## config.mk

```make
export PLATFORM = sky130hd
export DESIGN_NAME = text_command_longest_prefix_matcher_top
export DESIGN_NICKNAME = d
export VERILOG_FILES = /design/src/rtl/tlpm_pkg.sv /design/src/rtl/tlpm_cell.sv /design/src/rtl/tlpm_line.sv /design/src/rtl/text_command_longest_prefix_matcher_top.sv
export SDC_FILE = /design/constraint.sdc
export NUM_CORES = 2
export LEC_CHECK = 0
export ABC_AREA = 1
export BUFFER_PORTS_ARGS = -buffer_cell sky130_fd_sc_hd__buf_2
export CAP_MARGIN = 25
export CORE_ASPECT_RATIO = 1.2
export CORE_MARGIN = 2
export CORE_UTILIZATION = 60
export DETAILED_ROUTE_END_ITERATION = 10
export PLACE_DENSITY = 0.84
export RECOVER_POWER = 100
export SYNTH_ARGS = -nofsm -noshare
export SYNTH_HDL_FRONTEND = slang
export SYNTH_SLANG_ARGS = --single-unit
```

## constraint.sdc

```tcl
create_clock -name clock -period 8.3 [get_ports clock]
set_input_delay 1.66 -clock clock [delete_from_list [all_inputs] [get_ports clock]]
set_output_delay 1.66 -clock clock [all_outputs]
set_load 0.05 [all_outputs]
```

## src/rtl/tlpm_pkg.sv

```systemverilog
// Shared types, constants and channel payloads for the command line prefix matcher.
package tlpm_pkg;

   localparam int MAX_ENTRIES    = 16;
   localparam int MAX_PREFIX_LEN = 8;

   localparam int ENTRY_W = (MAX_ENTRIES > 1) ? $clog2(MAX_ENTRIES) : 1;
   localparam int COUNT_W = $clog2(MAX_ENTRIES + 1);
   localparam int POS_W   = $clog2(MAX_PREFIX_LEN + 1);
   localparam int BIDX_W  = (MAX_PREFIX_LEN > 1) ? $clog2(MAX_PREFIX_LEN) : 1;

   localparam logic [1:0] CMD_BYTE   = 2'd0;
   localparam logic [1:0] CMD_PREFIX = 2'd1;
   localparam logic [1:0] CMD_CLEAR  = 2'd2;

   localparam logic [1:0] ST_MATCH   = 2'd0;
   localparam logic [1:0] ST_INVALID = 2'd1;
   localparam logic [1:0] ST_UNKNOWN = 2'd2;

   localparam logic [7:0] CH_LF     = 8'h0A;
   localparam logic [7:0] CH_CR     = 8'h0D;
   localparam logic [7:0] CH_SPACE  = 8'h20;
   localparam logic [7:0] CH_TILDE  = 8'h7E;
   localparam logic [7:0] CH_HASH   = 8'h23;
   localparam logic [7:0] CH_COLON  = 8'h3A;
   localparam logic [7:0] CH_UNDER  = 8'h5F;
   localparam logic [7:0] CH_DOT    = 8'h2E;
   localparam logic [7:0] CH_DASH   = 8'h2D;
   localparam logic [7:0] CH_ZERO   = 8'h30;
   localparam logic [7:0] CH_NINE   = 8'h39;
   localparam logic [7:0] CH_UP_A   = 8'h41;
   localparam logic [7:0] CH_UP_Z   = 8'h5A;
   localparam logic [7:0] CH_LOW_A  = 8'h61;
   localparam logic [7:0] CH_LOW_Z  = 8'h7A;
   localparam logic [7:0] CASE_DIFF = 8'h20;

   typedef struct packed {
      logic [1:0] command;
      logic [7:0] data_byte;
      logic       prefix_last;
   } req_type;

   typedef struct packed {
      logic [1:0]  status;
      logic [3:0]  entry_index;
      logic [3:0]  match_length;
      logic [31:0] total_count;
      logic [31:0] invalid_count;
      logic [31:0] unknown_count;
   } rsp_type;

   typedef struct packed {
      logic               feed;
      logic [POS_W-1:0]   pos;
      logic [7:0]         chr;
      logic               line_clear;
      logic               clean_zero;
      logic               load_sel;
      logic               load_wr;
      logic               load_last;
      logic [ENTRY_W-1:0] load_entry;
      logic [POS_W-1:0]   load_pos;
      logic [POS_W-1:0]   load_len;
      logic [7:0]         load_data;
   } cell_ctrl_type;

   typedef struct packed {
      logic               found;
      logic [ENTRY_W-1:0] index;
   } chain_type;

endpackage

```

## src/rtl/tlpm_cell.sv

```systemverilog
// One prefix entry cell: stored prefix, length, match flag and priority chain stage.
module tlpm_cell
   import tlpm_pkg::*;
(
   input  logic               clock,
   input  logic               reset,
   input  cell_ctrl_type      ctrl,
   input  logic [ENTRY_W-1:0] cell_index,
   input  chain_type          chain_in,
   output chain_type          chain_out
);

   logic [7:0]       bytes_ff [MAX_PREFIX_LEN];
   logic [POS_W-1:0] len_ff;
   logic [POS_W-1:0] len_in;
   logic             valid_ff;
   logic             valid_in;
   logic             match_ff;
   logic             match_in;

   logic             selected;
   logic [7:0]       cur_byte;
   logic [POS_W-1:0] pos_next;
   logic             hit;
   logic             mismatch;

   assign selected = ctrl.load_sel && (ctrl.load_entry == cell_index);
   assign cur_byte = bytes_ff[ctrl.pos[BIDX_W-1:0]];
   assign pos_next = ctrl.pos + POS_W'(1);
   assign hit      = ctrl.feed && valid_ff && match_ff && (len_ff == pos_next)
                     && (cur_byte == ctrl.chr);
   assign mismatch = ctrl.feed && valid_ff && (ctrl.pos < len_ff) && (cur_byte != ctrl.chr);

   assign chain_out.found = chain_in.found | hit;
   assign chain_out.index = chain_in.found ? chain_in.index : cell_index;

   always_comb begin
      len_in   = len_ff;
      valid_in = valid_ff;
      match_in = match_ff;
      if (ctrl.line_clear) begin
         match_in = 1'b1;
      end else if (selected && ctrl.load_last) begin
         match_in = ctrl.clean_zero;
      end else if (mismatch) begin
         match_in = 1'b0;
      end
      if (selected && ctrl.load_last) begin
         len_in   = ctrl.load_len;
         valid_in = 1'b1;
      end
   end

   always_ff @(posedge clock) begin
      if (reset) begin
         len_ff   <= '0;
         valid_ff <= 1'b0;
         match_ff <= 1'b1;
      end else begin
         len_ff   <= len_in;
         valid_ff <= valid_in;
         match_ff <= match_in;
      end
   end

   always_ff @(posedge clock) begin
      if (selected && ctrl.load_wr) begin
         bytes_ff[ctrl.load_pos[BIDX_W-1:0]] <= ctrl.load_data;
      end
   end

endmodule

```

## src/rtl/tlpm_line.sv

```systemverilog
// Line cleaner, registration control, best-match tracking and statistics counters.
module tlpm_line
   import tlpm_pkg::*;
(
   input  logic          clock,
   input  logic          reset,
   input  logic          accept,
   input  req_type       req,
   input  chain_type     chain,
   output cell_ctrl_type ctrl,
   output logic          res_valid,
   output rsp_type       res
);

   logic               nonempty_ff,  nonempty_in;
   logic               started_ff,   started_in;
   logic               hash_ff,      hash_in;
   logic               pending_ff,   pending_in;
   logic               invalid_ff,   invalid_in;
   logic [POS_W-1:0]   pos_ff,       pos_in;
   logic [ENTRY_W-1:0] best_idx_ff,  best_idx_in;
   logic [POS_W-1:0]   best_len_ff,  best_len_in;
   logic [COUNT_W-1:0] entry_ff,     entry_in;
   logic [POS_W-1:0]   load_pos_ff,  load_pos_in;
   logic [31:0]        total_ff,     total_in;
   logic [31:0]        fmt_ff,       fmt_in;
   logic [31:0]        unk_ff,       unk_in;

   logic             is_byte;
   logic             is_eol;
   logic             is_print;
   logic             is_space;
   logic [7:0]       upper;
   logic             hash_take;
   logic             clean;
   logic             feed;
   logic             finish;
   logic             load_sel;
   logic             load_wr;
   logic [POS_W-1:0] load_next;
   logic [1:0]       status;

   function automatic logic allowed(input logic [7:0] c);
      return (c >= CH_ZERO && c <= CH_NINE) || (c >= CH_UP_A && c <= CH_UP_Z) ||
             (c >= CH_LOW_A && c <= CH_LOW_Z) || c == CH_COLON || c == CH_UNDER ||
             c == CH_DOT || c == CH_DASH;
   endfunction

   assign is_byte   = accept && (req.command == CMD_BYTE);
   assign is_eol    = is_byte && (req.data_byte == CH_LF || req.data_byte == CH_CR);
   assign is_print  = is_byte && (req.data_byte >= CH_SPACE) && (req.data_byte <= CH_TILDE);
   assign is_space  = req.data_byte == CH_SPACE;
   assign upper     = (req.data_byte >= CH_LOW_A && req.data_byte <= CH_LOW_Z) ?
                      req.data_byte - CASE_DIFF : req.data_byte;
   assign hash_take = hash_ff && (upper == CH_HASH);
   assign clean     = is_print && !is_space && !hash_take;
   assign feed      = clean && (pos_ff < POS_W'(MAX_PREFIX_LEN));
   assign finish    = is_eol && nonempty_ff;

   assign load_sel  = accept && (req.command == CMD_PREFIX) &&
                      (entry_ff < COUNT_W'(MAX_ENTRIES));
   assign load_wr   = load_sel && (load_pos_ff < POS_W'(MAX_PREFIX_LEN));
   assign load_next = load_pos_ff + POS_W'(load_wr);

   assign ctrl.feed       = feed;
   assign ctrl.pos        = pos_ff;
   assign ctrl.chr        = upper;
   assign ctrl.line_clear = finish;
   assign ctrl.clean_zero = pos_ff == '0;
   assign ctrl.load_sel   = load_sel;
   assign ctrl.load_wr    = load_wr;
   assign ctrl.load_last  = req.prefix_last;
   assign ctrl.load_entry = entry_ff[ENTRY_W-1:0];
   assign ctrl.load_pos   = load_pos_ff;
   assign ctrl.load_len   = load_next;
   assign ctrl.load_data  = req.data_byte;

   always_comb begin
      if (invalid_ff || pos_ff == '0) begin
         status = ST_INVALID;
      end else if (best_len_ff == '0) begin
         status = ST_UNKNOWN;
      end else begin
         status = ST_MATCH;
      end
   end

   always_comb begin
      nonempty_in = nonempty_ff;
      started_in  = started_ff;
      hash_in     = hash_ff;
      pending_in  = pending_ff;
      invalid_in  = invalid_ff;
      pos_in      = pos_ff;
      best_idx_in = best_idx_ff;
      best_len_in = best_len_ff;
      entry_in    = entry_ff;
      load_pos_in = load_pos_ff;
      total_in    = total_ff;
      fmt_in      = fmt_ff;
      unk_in      = unk_ff;

      if (finish) begin
         nonempty_in = 1'b0;
         started_in  = 1'b0;
         hash_in     = 1'b1;
         pending_in  = 1'b0;
         invalid_in  = 1'b0;
         pos_in      = '0;
         best_idx_in = '0;
         best_len_in = '0;
      end else if (is_print) begin
         nonempty_in = 1'b1;
         if (is_space) begin
            if (started_ff) begin
               pending_in = 1'b1;
            end
         end else begin
            if (pending_ff) begin
               invalid_in = 1'b1;
               pending_in = 1'b0;
            end
            started_in = 1'b1;
            hash_in    = 1'b0;
            if (!hash_take && !allowed(upper)) begin
               invalid_in = 1'b1;
            end
            if (feed) begin
               pos_in = pos_ff + POS_W'(1);
               if (chain.found) begin
                  best_idx_in = chain.index;
                  best_len_in = pos_ff + POS_W'(1);
               end
            end
         end
      end

      if (load_sel) begin
         if (req.prefix_last) begin
            entry_in    = entry_ff + COUNT_W'(1);
            load_pos_in = '0;
         end else begin
            load_pos_in = load_next;
         end
      end

      if (accept && req.command == CMD_CLEAR) begin
         total_in = '0;
         fmt_in   = '0;
         unk_in   = '0;
      end else if (finish) begin
         total_in = total_ff + 32'd1;
         if (status == ST_INVALID) begin
            fmt_in = fmt_ff + 32'd1;
         end else if (status == ST_UNKNOWN) begin
            unk_in = unk_ff + 32'd1;
         end
      end
   end

   assign res_valid          = finish;
   assign res.status         = status;
   assign res.entry_index    = (status == ST_MATCH) ? 4'(best_idx_ff) : 4'd0;
   assign res.match_length   = (status == ST_MATCH) ? 4'(best_len_ff) : 4'd0;
   assign res.total_count    = total_in;
   assign res.invalid_count  = fmt_in;
   assign res.unknown_count  = unk_in;

   always_ff @(posedge clock) begin
      if (reset) begin
         nonempty_ff <= 1'b0;
         started_ff  <= 1'b0;
         hash_ff     <= 1'b1;
         pending_ff  <= 1'b0;
         invalid_ff  <= 1'b0;
         pos_ff      <= '0;
         best_idx_ff <= '0;
         best_len_ff <= '0;
         entry_ff    <= '0;
         load_pos_ff <= '0;
         total_ff    <= '0;
         fmt_ff      <= '0;
         unk_ff      <= '0;
      end else begin
         nonempty_ff <= nonempty_in;
         started_ff  <= started_in;
         hash_ff     <= hash_in;
         pending_ff  <= pending_in;
         invalid_ff  <= invalid_in;
         pos_ff      <= pos_in;
         best_idx_ff <= best_idx_in;
         best_len_ff <= best_len_in;
         entry_ff    <= entry_in;
         load_pos_ff <= load_pos_in;
         total_ff    <= total_in;
         fmt_ff      <= fmt_in;
         unk_ff      <= unk_in;
      end
   end

endmodule

```

## src/rtl/text_command_longest_prefix_matcher_top.sv

```systemverilog
// Top level: line control, row of prefix cells and the two-deep result buffer.
//
//   channel  direction  payload   transfer when
//   req      in         req_type  req_valid && req_ready
//   rsp      out        rsp_type  rsp_valid && rsp_ready
//
// One item enters per cycle while req_ready is high; a line end's result is registered in the result
// or skid register before it shows on rsp. All cells compare the cleaned byte at once; the winner
// ripples along the cell row. A result register plus a skid register keep req_ready high while one
// result waits. req_ready drops only while both result registers hold data.
// Synchronous reset clears line state, entries and counters; no clearing pass.
module text_command_longest_prefix_matcher_top
   import tlpm_pkg::*;
(
   input  logic    clock,
   input  logic    reset,
   input  logic    req_valid,
   output logic    req_ready,
   input  req_type req_data,
   output logic    rsp_valid,
   input  logic    rsp_ready,
   output rsp_type rsp_data
);

   cell_ctrl_type ctrl;
   chain_type     chain_w [MAX_ENTRIES+1];
   logic          accept;
   logic          res_valid;
   rsp_type       res;

   logic          out_valid_ff,  out_valid_in;
   rsp_type       out_ff,        out_in;
   logic          skid_valid_ff, skid_valid_in;
   rsp_type       skid_ff,       skid_in;
   logic          pop;

   assign req_ready = !skid_valid_ff;
   assign accept    = req_valid && req_ready;
   assign rsp_valid = out_valid_ff;
   assign rsp_data  = out_ff;
   assign pop       = out_valid_ff && rsp_ready;

   assign chain_w[0] = '0;

   tlpm_line u_line (
      .clock     (clock),
      .reset     (reset),
      .accept    (accept),
      .req       (req_data),
      .chain     (chain_w[MAX_ENTRIES]),
      .ctrl      (ctrl),
      .res_valid (res_valid),
      .res       (res)
   );

   for (genvar i = 0; i < MAX_ENTRIES; i++) begin : g_cell
      tlpm_cell u_cell (
         .clock      (clock),
         .reset      (reset),
         .ctrl       (ctrl),
         .cell_index (ENTRY_W'(i)),
         .chain_in   (chain_w[i]),
         .chain_out  (chain_w[i+1])
      );
   end

   always_comb begin
      out_valid_in  = out_valid_ff;
      out_in        = out_ff;
      skid_valid_in = skid_valid_ff;
      skid_in       = skid_ff;
      if (pop) begin
         if (skid_valid_ff) begin
            out_in        = skid_ff;
            skid_valid_in = 1'b0;
         end else begin
            out_valid_in = 1'b0;
         end
      end
      if (res_valid) begin
         if (!out_valid_ff || pop) begin
            out_in       = res;
            out_valid_in = 1'b1;
         end else begin
            skid_in       = res;
            skid_valid_in = 1'b1;
         end
      end
   end

   always_ff @(posedge clock) begin
      if (reset) begin
         out_valid_ff  <= 1'b0;
         skid_valid_ff <= 1'b0;
      end else begin
         out_valid_ff  <= out_valid_in;
         skid_valid_ff <= skid_valid_in;
      end
      out_ff  <= out_in;
      skid_ff <= skid_in;
   end

endmodule

```

==> metrics.md <==
| Metric | Value |
|---|---|
| Highest-count cells in the layout ignoring fill and taps | `nand2_1 (1287), edfxtp_1 (1130), nor2_1 (863)` |
| Buffers on Ports | `around 120` |
| DIE AREA | `0.1081 mm²` |
| Num CTS Buffers | `137` |
| Skew final | `0.02859 ns` |
| Status | `complete, but fails checks` |
| Transition time at the pin with the least slew margin | `about 4.1 ns` |
| Pin count of the biggest net entering global routing | `203` |
| Synth async-reset ratio | `0%` |
| Worst Hold Depth | `2` |
| Synthesized area | `roughly 0.063 mm²` |
| Worst Path Class, Setup | `input port to flop` |
| HP Class | `flop to flop` |
| Cts hold-fix bufs | `0` |
| Max-slew violation count | `slightly above 600` |
| Clock-pin slew on the worst setup and hold paths | `roughly 0.060 ns` |
| Initial antenna violation count | `3` |
| Share of cells above drive strength 1 | `~5.1%` |
| VDD IR max | `187.5 µV` |
| Starting Density | `about three fifths` |
| Post-Syn Instances | `approximately 6200` |
| Core area | `approximately 0.10 mm²` |
| Max_slew headroom | `-170.2%` |
| Failing checks | `capacitance limit, slew limit` |
| Worst-path maximum fanout | `70` |
| Boundary Pins | `123` |
| FMAX | `0.1536 GHz` |
| Final nets | `roughly 6300` |
| First-pass GRT wire length | `roughly 250 mm` |
| Final period utilization | `just under 80%` |
| Primary FF master, synth | `edfxtp_1` |
| R2R depth | `17` |
| Sequential fraction of the synthesis area | `64.04%` |
| RSZ-0062 raised after global routing | `no` |
| Power per Cell Area | `between 200 and 250 mW/mm²` |
| Number of synthesized register bits | `around 1500` |
| Unique masters post-synth | `66` |
| Skew-Pair Late Insertion Delay | `approximately 0.76 ns` |
| H-Tree Depth | `4` |
| DRT Wirelength | `166.0 mm` |
| Leak | `between 0.02 and 0.03 µW` |
| Setup TNS | `0 ns` |
| Final min period | `6.511 ns` |
| Worst path required time | `8.92 ns` |
| Final setup violation count | `0` |
| Number of flops mapped to enable cells by yosys | `1130` |
| GR Overflow Total | `0` |
| Via Count | `about 47000` |
| Wire per inst | `21.50 µm` |
| Number of global-route vias before repair | `45169` |
| Clock tree buffer depth | `3` |
| Arrival @ worst endpoint | `between 7 and 8 ns` |
| Max_cap viols | `12` |
| Commonest non-fill, non-tap cell in the layout | `nand2_1` |
| Clock Sinks | `approximately 1500` |
| Ys Warns | `0` |
| GRT Util Overall | `between 20 and 30%` |
| P&R area growth vs syn | `8.547%` |
| Setup ws final | `1.789 ns` |
| Clock root buffer | `clkbuf_16` |
| Setup crit end kind | `flop` |
| Width of the die | `300.4 µm` |
| Final HPWL DP | `around 100 mm` |
| CP Launch Type | `input port` |
| Gpl congestion | `roughly 0.94` |
| Drt first-iter violations | `between 5000 and 6000` |
| Antenna-violating nets left | `0` |
| Final hold violation count | `0` |
| Vias per Instance | `around 6` |
| DR pass1 iterations | `7` |
| CTS tree | `done` |
| Die boundary height | `359.7 µm` |
| Avg Inst Size Synth | `10.17 µm²` |
| DP Worst Slack | `~2.7 ns` |
| Post-CTS Resized | `0` |
| Syn Nets | `approximately 6300` |
| # DRC | `0` |
| Post-CTS setup buffers | `0` |
| Row cnt | `between 100 and 150` |
## worst max-delay path: stages
cell	delay [ns]
clkbuf_1	1.07
buf_4	0.78
clkbuf_1	1.68
nand3_1	0.23
nand4_1	0.19
nor2_1	0.13
nand3_1	0.16
nor3_1	0.13
nor2_1	0.21
nand4_1	0.16
nor2_1	0.19
nand4_2	0.24
nor2_1	0.18
a21oi_1	0.05
## routing by layer
layer  vias to the layer above  wire length (µm)  global-route usage, %
met2                      2753             79850                  49.40
met1                     22262             60630                  37.86
met4                         2              8648                  15.69
met3                       582             16870                  5.474
met5                         -                13                      0
li1                      21406                 -                      -
## cells by family after synthesis
group | Yosys count | share of synthesized area, %
flip-flops | 1459 | 64.04
AND/OR/NAND/NOR | 2829 | 18.84
AO/OA/AOI/OAI | 964 | 8.865
XOR/XNOR | 115 | 1.592
buffers and inverters | 779 | 5.139
adder cells (fa/ha/maj) | 77 | 1.523
## cells in the mapped netlist (50+ instances only)
cell | n | share of area (%)
a21oi_1 | 233 | 1.8
o211ai_1 | 58 | 0.69
nor3_1 | 71 | 0.56
nor2_1 | 844 | 5.0
o21ai_0 | 416 | 3.3
nand2_1 | 1281 | 7.6
inv_1 | 430 | 2.6
clkbuf_1 | 130 | 0.77
dfxtp_1 | 329 | 10
ha_1 | 77 | 1.5
nand4_1 | 50 | 0.49
xor2_1 | 102 | 1.4
buf_2 | 130 | 1.0
nand3_1 | 449 | 3.6
edfxtp_1 | 1130 | 54
## worst paths after layout
kind	startpoint	end	slack (ns)
hold / removal	g_cell[5].u_cell.valid_ff	g_cell[5].u_cell.valid_ff	0.46
setup / recovery	req_data[4]	u_line.best_len_ff[1]	1.79
setup reg to reg	u_line.pos_ff[3]	rsp_data[30]	2.59
hold reg to reg	g_cell[5].u_cell.valid_ff	g_cell[5].u_cell.valid_ff	0.46
## per-stage QoR
| step | cells | power, µW | hold slack [ns] | util, % | cell area [µm²] |
|---|---|---|---|---|---|
| 4_1_cts | 7718 | 14760 | 0.4569 | 66.02 | 69050 |
| 2_1_floorplan | 6223 | 8492 | 0.4324 | - | 63270 |
| 5_1_grt | 7720 | 15110 | 0.4778 | 65.66 | 68670 |
| 3_3_place_gp | 7470 | 8740 | 0.4472 | 61.84 | 64680 |
| 6_report | 7723 | 14760 | 0.4588 | 65.67 | 68680 |
| 3_5_place_dp | 7472 | 8766 | 0.4473 | 61.90 | 64730 |
## where the power goes
group / switching, µW / total [µW] / internal (µW) / leakage, µW
clock: 2710 / 6120 / 3420 / 0.00210
combinational: 578 / 764 / 185 / 0.0101
sequential: 15.6 / 7870 / 7860 / 0.0130
## state kept, by name, summed over array words and instances, names as in the netlist, named ones only
signal / cells
rsp_data: 106
u_line.started_ff: 1
u_line.pos_ff: 4
u_line.nonempty_ff: 1
u_line.hash_ff: 1
skid_valid_ff: 1
u_line.entry_ff: 5
u_line.load_pos_ff: 4
u_line.fmt_ff: 32
u_line.total_ff: 32
u_line.invalid_ff: 1
u_line.best_len_ff: 4
g_cell.u_cell.bytes_ff: 1024
g_cell.u_cell.valid_ff: 16
u_line.pending_ff: 1
rsp_valid: 1
skid_ff: 106
u_line.best_idx_ff: 4
g_cell.u_cell.len_ff: 64
g_cell.u_cell.match_ff: 16
u_line.unk_ff: 32
## final cells by class
cell class / instances / area (µm²)
flip-flops and latches: 1459 / 40530
fillers: 7514 / 35910
multi-input cells: 3985 / 19340
clock buffers: 175 / 3612
inverters: 458 / 1737
well taps: 1386 / 1734
repair buffers: 185 / 1013
clock inverters: 71 / 701.9
diodes: 4 / 10.01
No activity file was read; power rests on OpenSTA's default activity.
